<file path="config.mk">
export PLATFORM = sky130hd
export DESIGN_NAME = linear_brightness_fade
export DESIGN_NICKNAME = d
export VERILOG_FILES = /design/src/design/lbf_pkg.sv /design/src/design/lbf_front.sv /design/src/design/lbf_queue.sv /design/src/design/lbf_back.sv /design/src/design/linear_brightness_fade.sv
export VERILOG_INCLUDE_DIRS = /design/src /design/src/design
export SDC_FILE = /design/constraint.sdc
export NUM_CORES = 1
export LEC_CHECK = 0
export ABC_AREA = 1
export ABC_CLOCK_PERIOD_IN_PS = 6690
export BUFFER_PORTS_ARGS = -buffer_cell sky130_fd_sc_hd__buf_2
export CORE_ASPECT_RATIO = 0.9
export CORE_MARGIN = 2
export CORE_UTILIZATION = 41
export DETAILED_ROUTE_END_ITERATION = 12
export SLEW_MARGIN = 20
export SYNTH_ARGS = -nofsm -noshare
export SYNTH_HDL_FRONTEND = slang
export SYNTH_SLANG_ARGS = --single-unit
</file>
<file path="constraint.sdc">
create_clock -name clk -period 6.69 [get_ports clk]
set_input_delay 0.3345 -clock clk [delete_from_list [all_inputs] [get_ports clk]]
set_output_delay 0.3345 -clock clk [all_outputs]
set_load 0.01 [all_outputs]
</file>
<file path="src/design/linear_brightness_fade_macros.svh">
// assertion macros for the linear brightness fade block
// used by the back-end module, no other dependencies
`ifndef LINEAR_BRIGHTNESS_FADE_MACROS_SVH
`define LINEAR_BRIGHTNESS_FADE_MACROS_SVH
`ifndef SYNTHESIS
`define LBF_ASSERT_IMPL(label, clk, rst_n, a, c) \
    label: assert property (@(posedge clk) disable iff (!rst_n) (a) |-> (c)) \
        else $error("lbf assertion failed");
`define LBF_ASSERT_NEXT(label, clk, rst_n, a, c) \
    label: assert property (@(posedge clk) disable iff (!rst_n) (a) |=> (c)) \
        else $error("lbf assertion failed");
`else
`define LBF_ASSERT_IMPL(label, clk, rst_n, a, c)
`define LBF_ASSERT_NEXT(label, clk, rst_n, a, c)
`endif
`endif

</file>
<file path="src/design/lbf_pkg.sv">
// shared types and constants for the linear brightness fade block
// no dependencies
package lbf_pkg;

    localparam logic [7:0] MODE_UP    = 8'h80;
    localparam logic [7:0] MODE_DOWN  = 8'hC0;
    localparam logic [4:0] LEVEL_MAX  = 5'h10;
    localparam logic       KIND_TICK  = 1'b0;
    localparam logic       KIND_START = 1'b1;

    localparam int MAG_W       = 13;
    localparam int DIV_STEPS   = MAG_W;
    localparam int CNT_W       = $clog2(DIV_STEPS + 1);
    localparam int QUEUE_DEPTH = 2;
    localparam int QPTR_W      = $clog2(QUEUE_DEPTH);
    localparam int QCNT_W      = $clog2(QUEUE_DEPTH + 1);

    typedef struct packed {
        logic [7:0]       ctrl;
        logic [4:0]       to_level;
        logic             neg;
        logic [MAG_W-1:0] mag;
        logic [7:0]       total;
        logic             done;
    } job_t;

    typedef struct packed {
        logic [7:0] ctrl;
        logic [4:0] level;
        logic       done;
    } result_t;

    typedef struct packed {
        logic full;
        logic empty;
    } qstat_t;

endpackage

</file>
<file path="src/design/lbf_front.sv">
// front end: accepts items, holds the fade state, builds divide jobs
// depends on lbf_pkg
module lbf_front (
    input  logic          clk,
    input  logic          rst_n,
    input  logic          push,
    input  logic          kind,
    input  logic          brighten,
    input  logic [5:0]    layer_mask,
    input  logic [4:0]    start_level,
    input  logic [4:0]    target_level,
    input  logic [7:0]    duration,
    input  lbf_pkg::qstat_t q_stat,
    output logic          job_push,
    output lbf_pkg::job_t job
);
    import lbf_pkg::*;

    logic       dir_up_reg, dir_up_next;
    logic [5:0] mask_reg, mask_next;
    logic [4:0] from_reg, from_next;
    logic [4:0] to_reg, to_next;
    logic [7:0] total_reg, total_next;
    logic [7:0] left_reg, left_next;

    logic       accept;
    logic [7:0] left_dec;
    logic [5:0] diff;
    logic [5:0] abs_diff;

    assign accept   = push && !q_stat.full;
    assign left_dec = left_reg - 8'd1;
    assign diff     = {1'b0, from_reg} - {1'b0, to_reg};
    assign abs_diff = diff[5] ? (6'd0 - diff) : diff;
    assign job_push = accept && (kind == KIND_TICK) && (total_reg != 8'd0);

    always_comb
    begin
        job.ctrl     = {2'b00, mask_reg} | (dir_up_reg ? MODE_UP : MODE_DOWN);
        job.to_level = to_reg;
        job.neg      = diff[5];
        job.mag      = {{(MAG_W-5){1'b0}}, abs_diff[4:0]} * {{(MAG_W-8){1'b0}}, left_dec};
        job.total    = total_reg;
        job.done     = (left_dec == 8'd0);
    end

    always_comb
    begin
        dir_up_next = dir_up_reg;
        mask_next   = mask_reg;
        from_next   = from_reg;
        to_next     = to_reg;
        total_next  = total_reg;
        left_next   = left_reg;
        if (accept && (kind == KIND_START))
        begin
            dir_up_next = brighten;
            mask_next   = layer_mask;
            from_next   = (start_level > LEVEL_MAX) ? to_reg : start_level;
            to_next     = target_level;
            total_next  = duration;
            left_next   = duration;
        end
        else if (job_push)
        begin
            left_next = left_dec;
            if (left_dec == 8'd0)
            begin
                total_next = 8'd0;
            end
        end
    end

    always_ff @(posedge clk or negedge rst_n)
    begin
        if (!rst_n)
        begin
            dir_up_reg <= 1'b0;
            mask_reg   <= 6'd0;
            from_reg   <= 5'd0;
            to_reg     <= 5'd0;
            total_reg  <= 8'd0;
            left_reg   <= 8'd0;
        end
        else
        begin
            dir_up_reg <= dir_up_next;
            mask_reg   <= mask_next;
            from_reg   <= from_next;
            to_reg     <= to_next;
            total_reg  <= total_next;
            left_reg   <= left_next;
        end
    end

endmodule

</file>
<file path="src/design/lbf_queue.sv">
// short job queue between front and back end
// depends on lbf_pkg
module lbf_queue (
    input  logic            clk,
    input  logic            rst_n,
    input  logic            wr_en,
    input  lbf_pkg::job_t   wr_data,
    input  logic            rd_en,
    output lbf_pkg::job_t   rd_data,
    output lbf_pkg::qstat_t stat
);
    import lbf_pkg::*;

    job_t              entry_reg [QUEUE_DEPTH];
    logic [QPTR_W-1:0] wr_ptr_reg, wr_ptr_next;
    logic [QPTR_W-1:0] rd_ptr_reg, rd_ptr_next;
    logic [QCNT_W-1:0] count_reg, count_next;
    logic              do_wr, do_rd;

    assign stat.full  = (count_reg == QCNT_W'(QUEUE_DEPTH));
    assign stat.empty = (count_reg == '0);
    assign do_wr      = wr_en && !stat.full;
    assign do_rd      = rd_en && !stat.empty;
    assign rd_data    = entry_reg[rd_ptr_reg];

    always_comb
    begin
        wr_ptr_next = wr_ptr_reg;
        rd_ptr_next = rd_ptr_reg;
        count_next  = count_reg;
        if (do_wr)
        begin
            wr_ptr_next = (wr_ptr_reg == QPTR_W'(QUEUE_DEPTH - 1)) ? '0 : wr_ptr_reg + 1'b1;
        end
        if (do_rd)
        begin
            rd_ptr_next = (rd_ptr_reg == QPTR_W'(QUEUE_DEPTH - 1)) ? '0 : rd_ptr_reg + 1'b1;
        end
        if (do_wr && !do_rd)
        begin
            count_next = count_reg + 1'b1;
        end
        else if (do_rd && !do_wr)
        begin
            count_next = count_reg - 1'b1;
        end
    end

    always_ff @(posedge clk or negedge rst_n)
    begin
        if (!rst_n)
        begin
            wr_ptr_reg <= '0;
            rd_ptr_reg <= '0;
            count_reg  <= '0;
        end
        else
        begin
            wr_ptr_reg <= wr_ptr_next;
            rd_ptr_reg <= rd_ptr_next;
            count_reg  <= count_next;
        end
    end

    always_ff @(posedge clk)
    begin
        if (do_wr)
        begin
            entry_reg[wr_ptr_reg] <= wr_data;
        end
    end

endmodule

</file>
<file path="src/design/lbf_back.sv">
// back end: serial restoring divider and result register
// depends on lbf_pkg and linear_brightness_fade_macros.svh
`include "linear_brightness_fade_macros.svh"
module lbf_back (
    input  logic            clk,
    input  logic            rst_n,
    input  lbf_pkg::qstat_t q_stat,
    input  lbf_pkg::job_t   q_data,
    output logic            q_pop,
    input  logic            pop,
    output logic            res_valid,
    output lbf_pkg::result_t res
);
    import lbf_pkg::*;

    typedef enum logic [1:0] {
        ST_IDLE,
        ST_DIV,
        ST_HOLD
    } state_t;

    state_t           state_reg, state_next;
    logic [CNT_W-1:0] cnt_reg, cnt_next;
    logic [7:0]       rem_reg, rem_next;
    logic [MAG_W-1:0] quo_reg, quo_next;
    job_t             job_reg, job_next;
    logic             out_valid_reg, out_valid_next;
    result_t          out_reg, out_next;

    logic       out_free;
    logic [8:0] trial;
    logic       fits;
    logic [4:0] q5;

    assign out_free  = !out_valid_reg || pop;
    assign q_pop     = (state_reg == ST_IDLE) && !q_stat.empty;
    assign trial     = {rem_reg, quo_reg[MAG_W-1]};
    assign fits      = (trial >= {1'b0, job_reg.total});
    assign q5        = quo_reg[4:0];
    assign res_valid = out_valid_reg;
    assign res       = out_reg;

    always_comb
    begin
        state_next     = state_reg;
        cnt_next       = cnt_reg;
        rem_next       = rem_reg;
        quo_next       = quo_reg;
        job_next       = job_reg;
        out_valid_next = out_valid_reg;
        out_next       = out_reg;
        if (out_valid_reg && pop)
        begin
            out_valid_next = 1'b0;
        end
        unique case (state_reg)
            ST_IDLE:
            begin
                if (q_pop)
                begin
                    job_next   = q_data;
                    quo_next   = q_data.mag;
                    rem_next   = 8'd0;
                    cnt_next   = '0;
                    state_next = ST_DIV;
                end
            end
            ST_DIV:
            begin
                rem_next = fits ? 8'(trial - {1'b0, job_reg.total}) : trial[7:0];
                quo_next = {quo_reg[MAG_W-2:0], fits};
                cnt_next = cnt_reg + 1'b1;
                if (cnt_reg == CNT_W'(DIV_STEPS - 1))
                begin
                    state_next = ST_HOLD;
                end
            end
            ST_HOLD:
            begin
                if (out_free)
                begin
                    out_valid_next = 1'b1;
                    out_next.ctrl  = job_reg.ctrl;
                    out_next.level = job_reg.neg ? (job_reg.to_level - q5)
                                                 : (job_reg.to_level + q5);
                    out_next.done  = job_reg.done;
                    state_next     = ST_IDLE;
                end
            end
            default:
            begin
                state_next = ST_IDLE;
            end
        endcase
    end

    always_ff @(posedge clk or negedge rst_n)
    begin
        if (!rst_n)
        begin
            state_reg     <= ST_IDLE;
            cnt_reg       <= '0;
            rem_reg       <= '0;
            quo_reg       <= '0;
            job_reg       <= '0;
            out_valid_reg <= 1'b0;
            out_reg       <= '0;
        end
        else
        begin
            state_reg     <= state_next;
            cnt_reg       <= cnt_next;
            rem_reg       <= rem_next;
            quo_reg       <= quo_next;
            job_reg       <= job_next;
            out_valid_reg <= out_valid_next;
            out_reg       <= out_next;
        end
    end

    `LBF_ASSERT_IMPL(a_div_count, clk, rst_n, state_reg == ST_DIV, cnt_reg < CNT_W'(DIV_STEPS))
    `LBF_ASSERT_IMPL(a_rem_below, clk, rst_n, state_reg == ST_DIV, rem_reg < job_reg.total)
    `LBF_ASSERT_NEXT(a_out_hold, clk, rst_n, out_valid_reg && !pop,
        out_valid_reg && $stable(out_reg))
    `LBF_ASSERT_NEXT(a_wait_out, clk, rst_n, state_reg == ST_HOLD && !out_free,
        state_reg == ST_HOLD)

endmodule

</file>
<file path="src/design/linear_brightness_fade.sv">
// top level of the linear brightness fade block
// path: a result-bearing tick goes through the job queue, divider and result register
// back end: a new job starts only after the 13-step divider's last result is registered
// start items and idle ticks do not reach the queue and wait only while the job queue is full
// two-entry job queue lets the front take items while the back end divides
// reset: asynchronous, active low, fade idle, job queue and result register empty
module linear_brightness_fade (
    input  logic       clk,
    input  logic       rst_n,
    input  logic       push,
    output logic       full,
    input  logic       kind,
    input  logic       brighten,
    input  logic [5:0] layer_mask,
    input  logic [4:0] start_level,
    input  logic [4:0] target_level,
    input  logic [7:0] duration,
    output logic       empty,
    input  logic       pop,
    output logic [7:0] blend_control,
    output logic [4:0] brightness,
    output logic       finished
);
    import lbf_pkg::*;

    qstat_t  q_stat;
    job_t    job_in;
    job_t    job_out;
    logic    job_push;
    logic    q_pop;
    logic    res_valid;
    result_t res;

    lbf_front u_front (
        .clk          (clk),
        .rst_n        (rst_n),
        .push         (push),
        .kind         (kind),
        .brighten     (brighten),
        .layer_mask   (layer_mask),
        .start_level  (start_level),
        .target_level (target_level),
        .duration     (duration),
        .q_stat       (q_stat),
        .job_push     (job_push),
        .job          (job_in)
    );

    lbf_queue u_queue (
        .clk     (clk),
        .rst_n   (rst_n),
        .wr_en   (job_push),
        .wr_data (job_in),
        .rd_en   (q_pop),
        .rd_data (job_out),
        .stat    (q_stat)
    );

    lbf_back u_back (
        .clk       (clk),
        .rst_n     (rst_n),
        .q_stat    (q_stat),
        .q_data    (job_out),
        .q_pop     (q_pop),
        .pop       (pop),
        .res_valid (res_valid),
        .res       (res)
    );

    assign full          = q_stat.full;
    assign empty         = !res_valid;
    assign blend_control = res.ctrl;
    assign brightness    = res.level;
    assign finished      = res.done;

endmodule
</file>
* Word-level counts from Yosys, hierarchy flattened
Memory sizes are Yosys's and may differ from the RTL's.
Index checks and enable logic that the tools add are counted.
** Word-level totals
- Bits in registers :: 102
- Bits in writable memories :: 72
- Bits of input ports :: 30
- Output and inout port bits :: 16
- Word-level logic and storage cells :: 104
- Memories :: 1
** Cells by class
- Add/subtract/negate cells :: 11
- $mul :: 1
- Magnitude comparators :: 2
- Eq/ne operators :: 7
- Multiplexer cells :: 29
- Bitwise logic cells :: 2
- Reductions and logical operators :: 29
** Memories
- u_queue.entry_reg :: words 2, bits a word 36, read ports 1, clocked after Yosys merged registers in 0, wr ports 1, RTL line lbf_queue.sv:14 : job_t entry_reg [QUEUE_DEPTH];
** Operators with widths (count)
- $mux 8 :: 7
- $pmux 13 s2 :: 1
- $pmux 8 s2 :: 1
- $mux 5 :: 3
- $mul 5x8->13 :: 1
- $mux 13 :: 1
- $logic_and 1x1->1 :: 10
- $mux 2 :: 5
- $ge 9x8->1 :: 1
- $logic_not 8->1 :: 1
- $or 6x8->8 :: 1
- $pmux 4 s2 :: 1
- $reduce_and 2->1 :: 4
- $reduce_bool 2->1 :: 4
- $reduce_bool 8->1 :: 1
- $sub 8x1->8 const B :: 1
- $sub 8x8->8 :: 1
- $mux 1 :: 7
- $mux 7 :: 1
- $pmux 2 s3 :: 1
- $sub 5x5->6 :: 1
- $add 5x5->5 :: 1
- $gt 5x5->1 const B :: 1
- $logic_not 1->1 :: 5
- other kinds (16) :: 20

* Logic depth before layout (Yosys ltp)
- Depth in word-level cells :: 10
- Depth in mapped cells :: 23
- Mapped depth without buffers :: 23

* Modules after synthesis
A second synthesis with hierarchy kept.
** Unflattened totals
- Cells, all modules :: 1042
- Area, all modules :: 9345.2 µm²
** Modules (own cells, without submodules)
- lbf_back :: times used 1, cells an instance 407, area an instance 3382.0 µm², sequential area each 1626.6 µm²
- lbf_front :: times used 1, cells an instance 415, area an instance 3113.0 µm², sequential area each 825.8 µm²
- lbf_queue :: times used 1, cells an instance 219, area an instance 2846.5 µm², sequential area each 2262.2 µm²
- linear_brightness_fade :: times used 1, cells an instance 1, area an instance 3.8 µm², sequential area each 0.0 µm²

* Worst setup path before layout
No wires, ideal clock.
- Path kind :: reg2reg
- Start :: register u_front.to_reg[0]
- End :: memory u_queue.entry_reg[0][19] in the netlist's numbering, data pin
- Library setup time :: 0.266 ns
- Data arrival time :: 4.561 ns
- Data required time :: 6.424 ns
- Setup slack :: 1.863 ns
- Stages on the path, launching flop included :: 20
- Buffers on the path :: 0
- Clock period less this slack :: 4.827 ns
- Cell sequence :: dfrtp_1 ha_1 fa_1 or2_2 nand2_1 inv_2 nand3_1 nand3_2 a21oi_1 fa_1 fa_1 inv_1 fa_1 inv_1 ha_1 a21oi_1 o21ai_0 a21oi_1 o21bai_1 xor2_1
** RTL lines
- start, declared :: RTL line lbf_front.sv:22 : logic [4:0] to_reg, to_next;
- start signal, assigned :: RTL line lbf_front.sv:90 : to_reg <= to_next;
- end, declared :: RTL line lbf_queue.sv:14

==> reports/metrics.csv <==
stage,metric,value,unit
global_routing,grt_overflow,0,
clock_network,htree_levels,4,
drt,first_pass_iters,5,
global_routing,grt_antenna_before_repair,0,
drt,viasPerCell,4.995,
drt,drc,0,
layout,layout_commonest_cell,nand2_1,
run_status,status,"complete, no violations",
timing,finalHoldViolCount,0,
clock_network,cts_tree,done,
critical_path,cp_num_buf_inv,3,
yosys,synth_warnings,0,
yosys,synthesis.area,8971,µm²
drt,dr.first_iter.drc_count,470,
die,io_pins,46,
yosys,ys_seq_area_share,51.88,%
timing,tightestPinTransition,1.072,ns
placement,place.detailed.hpwl,13590,µm
timing,rsz0062_at_grt,false,
clock_network,ctsRootBufferMaster,clkbuf_16,
critical_path,cp.arrival,5.32,ns
clock_network,clk_path_buf_depth,2,
timing,fin_crit,5.145,ns
clock_network,cts_buffers,17,
timing,drv_slew,0,
global_routing,grt_pass1_vias,6236,
die,fp-row-count,51,
yosys,syn_inst,928,
yosys,synth_flop_cell,dfrtp_1,
layout,regArea,4654,µm²
yosys,netlist_top_cells_area,"dfrtp_1 28%, edfxtp_1 23%, nand2_1 10%",
layout,final_cell_mix,"243 x nand2_1, 102 x dfrtp_1, 94 x inv_1, 88 x nor2_1, 70 x edfxtp_1",
drt,dr_total_vias,6398,
yosys,synth_edf_count,70,
layout,utilization,47.13,%
clock_network,insertion_delay,0.43,ns
global_routing,grt_max_degree,57,
critical_path,slowest_stage,fa_1,
run,max_cap_viol_count,0,
clock_network,postCtsSetupRepairBufs,0,
die,die_w,159.9,µm
yosys,ys_seq_elements,172,
global_routing,grt_pass1_wl,32690,µm
yosys,yosysUniqueCellTypes,52,
clock_network,clock-sinks,172,
critical_path,worstSetupPathType,flop to flop,
layout,num-fill-cells,2065,
layout,layout-drive-gt1-share,12.83,%
timing,fin_setup_tns,0,ns
timing,setup_viol,0,
die,die_h,144.3,µm
critical_path,cpMostUsedCell,fa_1,
clock_network,ctsHoldBuffers,1,
critical_path,worstPathCellList,ha_1 -> fa_1 -> or2_2 -> nand2_1 -> inv_2 -> nand3_1 -> nand3_2 -> a21oi_1 -> fa_1 -> fa_1 -> inv_1 -> fa_1 -> inv_1 -> ha_1 -> a21oi_1 -> o21ai_0 -> a21oi_1 -> o21bai_1 -> xor2_1,
timing,fmax,194.3,MHz
timing,fin_skew,0.008868,ns
die,core-area,21570,µm²
layout,multi_input_area,3824,µm²
yosys,async_reset_ff_share,59.30,%
drt,ant_nets,0,
timing,finalCritPeriodShare,76.91,%
clock_network,cts_resized,0,
yosys,syn-mean-instance-area,9.667,µm²
layout,num_antenna_cells,0,
die,initial_core_util,41.59,%
placement,place_congestion,0.8843,
critical_path,crit_fanout,8,
drt,wire_per_inst,15.25,µm
drt,drt_wl_total,19540,µm
critical_path,crit_family,adder cells,
yosys,synth_area_leader_cell,dfrtp_1,
worst_hold_path,hold_class,input pin to flop,
global_routing,grt_use_total,18.22,%
layout,largest_reg_flops,70,
layout,nets,1073,
critical_path,cp-start-kind,flop,
timing,slew_headroom,28.47,%
yosys,synth.net_count,1024,
die,dieArea,23080,µm²
yosys,synth_top_area_share,28.45,%
critical_path,endpoint_kind,flop,
clock_network,cts.clk_slew.worst_paths,0.07,ns
critical_path,crit_path_max_incr_delay,0.54,ns
critical_path,required,6.87,ns
placement,portBuffers,45,
layout,area_growth,13.30,%
## worst register-to-register path: cells and delay by family (launching register included)
family	cells	cell delay [ns]
fa+ha+maj	6	2.55
compound gates	5	0.91
simple gates	4	0.70
flops	1	0.42
buf+inv	3	0.16
xor+xnor	1	0.15
## cell type report
class	instances	area share, %
sequential	172	45.79
multi-input combinational	630	37.62
clock buffer	18	4.431
inverter	103	3.828
tap	291	3.582
timing repair buffer	53	2.979
clock inverter	14	1.773
## metal layers
layer  vias to the layer above  part of all wire (%)  track usage [%]
met2                       109                    43            27.61
met1                      3108                    53            26.90
met5                         -                     0                0
met4                         0                   1.1            4.789
met3                        16                   3.1            3.499
li1                       3165                     -                -
## cell families after synthesis
group / count (synthesis) / share of synthesized area, %
compound gates: 126 / 8.843
xor+xnor: 27 / 3.013
fa+ha+maj: 66 / 10.96
buf+inv: 126 / 5.607
flops: 172 / 51.88
mux: 1 / 0.1116
simple gates: 410 / 19.58
## stage by stage
stage,instances,cell area [µm²],hold WS (ns),setup slack (ns)
floorplan,928,8971,0.03891,1.863
global placement,1247,9504,0.4125,1.652
detailed placement,1247,9504,0.4027,1.559
CTS,1280,10140,0.07588,1.546
global route,1281,10160,0.08835,1.224
finish,1281,10160,0.09635,1.545
## worst paths after layout
kind	slack [ns]	cells past startpoint	endpoint	start
worst max-delay path	1.54	19	u_queue.entry_reg[0][19]	u_front.to_reg[0]
worst min-delay path	0.1	3	u_front.mask_reg[4]	layer_mask[4]
worst max register to register	1.54	19	u_queue.entry_reg[0][19]	u_front.to_reg[0]
worst min register to register	0.46	2	u_back.res[2]	u_back.res[2]
max in group asynchronous	5.02	3	u_front.total_reg[7]	rst_n
min in group asynchronous	0.48	2	u_back.res[7]	rst_n
## synth_stat cells (3+ instances only)
library cell  instances
o21ai_0              29
o311ai_0             10
dfrtp_1             102
xnor2_1               9
o211ai_1              3
nand3_1              44
o22ai_1               3
inv_2                 7
a21oi_1              33
edfxtp_1             70
nand2_2               3
or2_2                 6
o221ai_1              9
fa_1                 21
buf_2                16
a31oi_1              24
nor2_1               90
ha_1                 45
inv_1                94
clkbuf_1              5
xor2_1               15
nand2_1             243
nand4_1               5
nor2_2                5
Power is not shown: default switching activity piles up to over one toggle a cycle in this logic, so the estimate is an artifact.
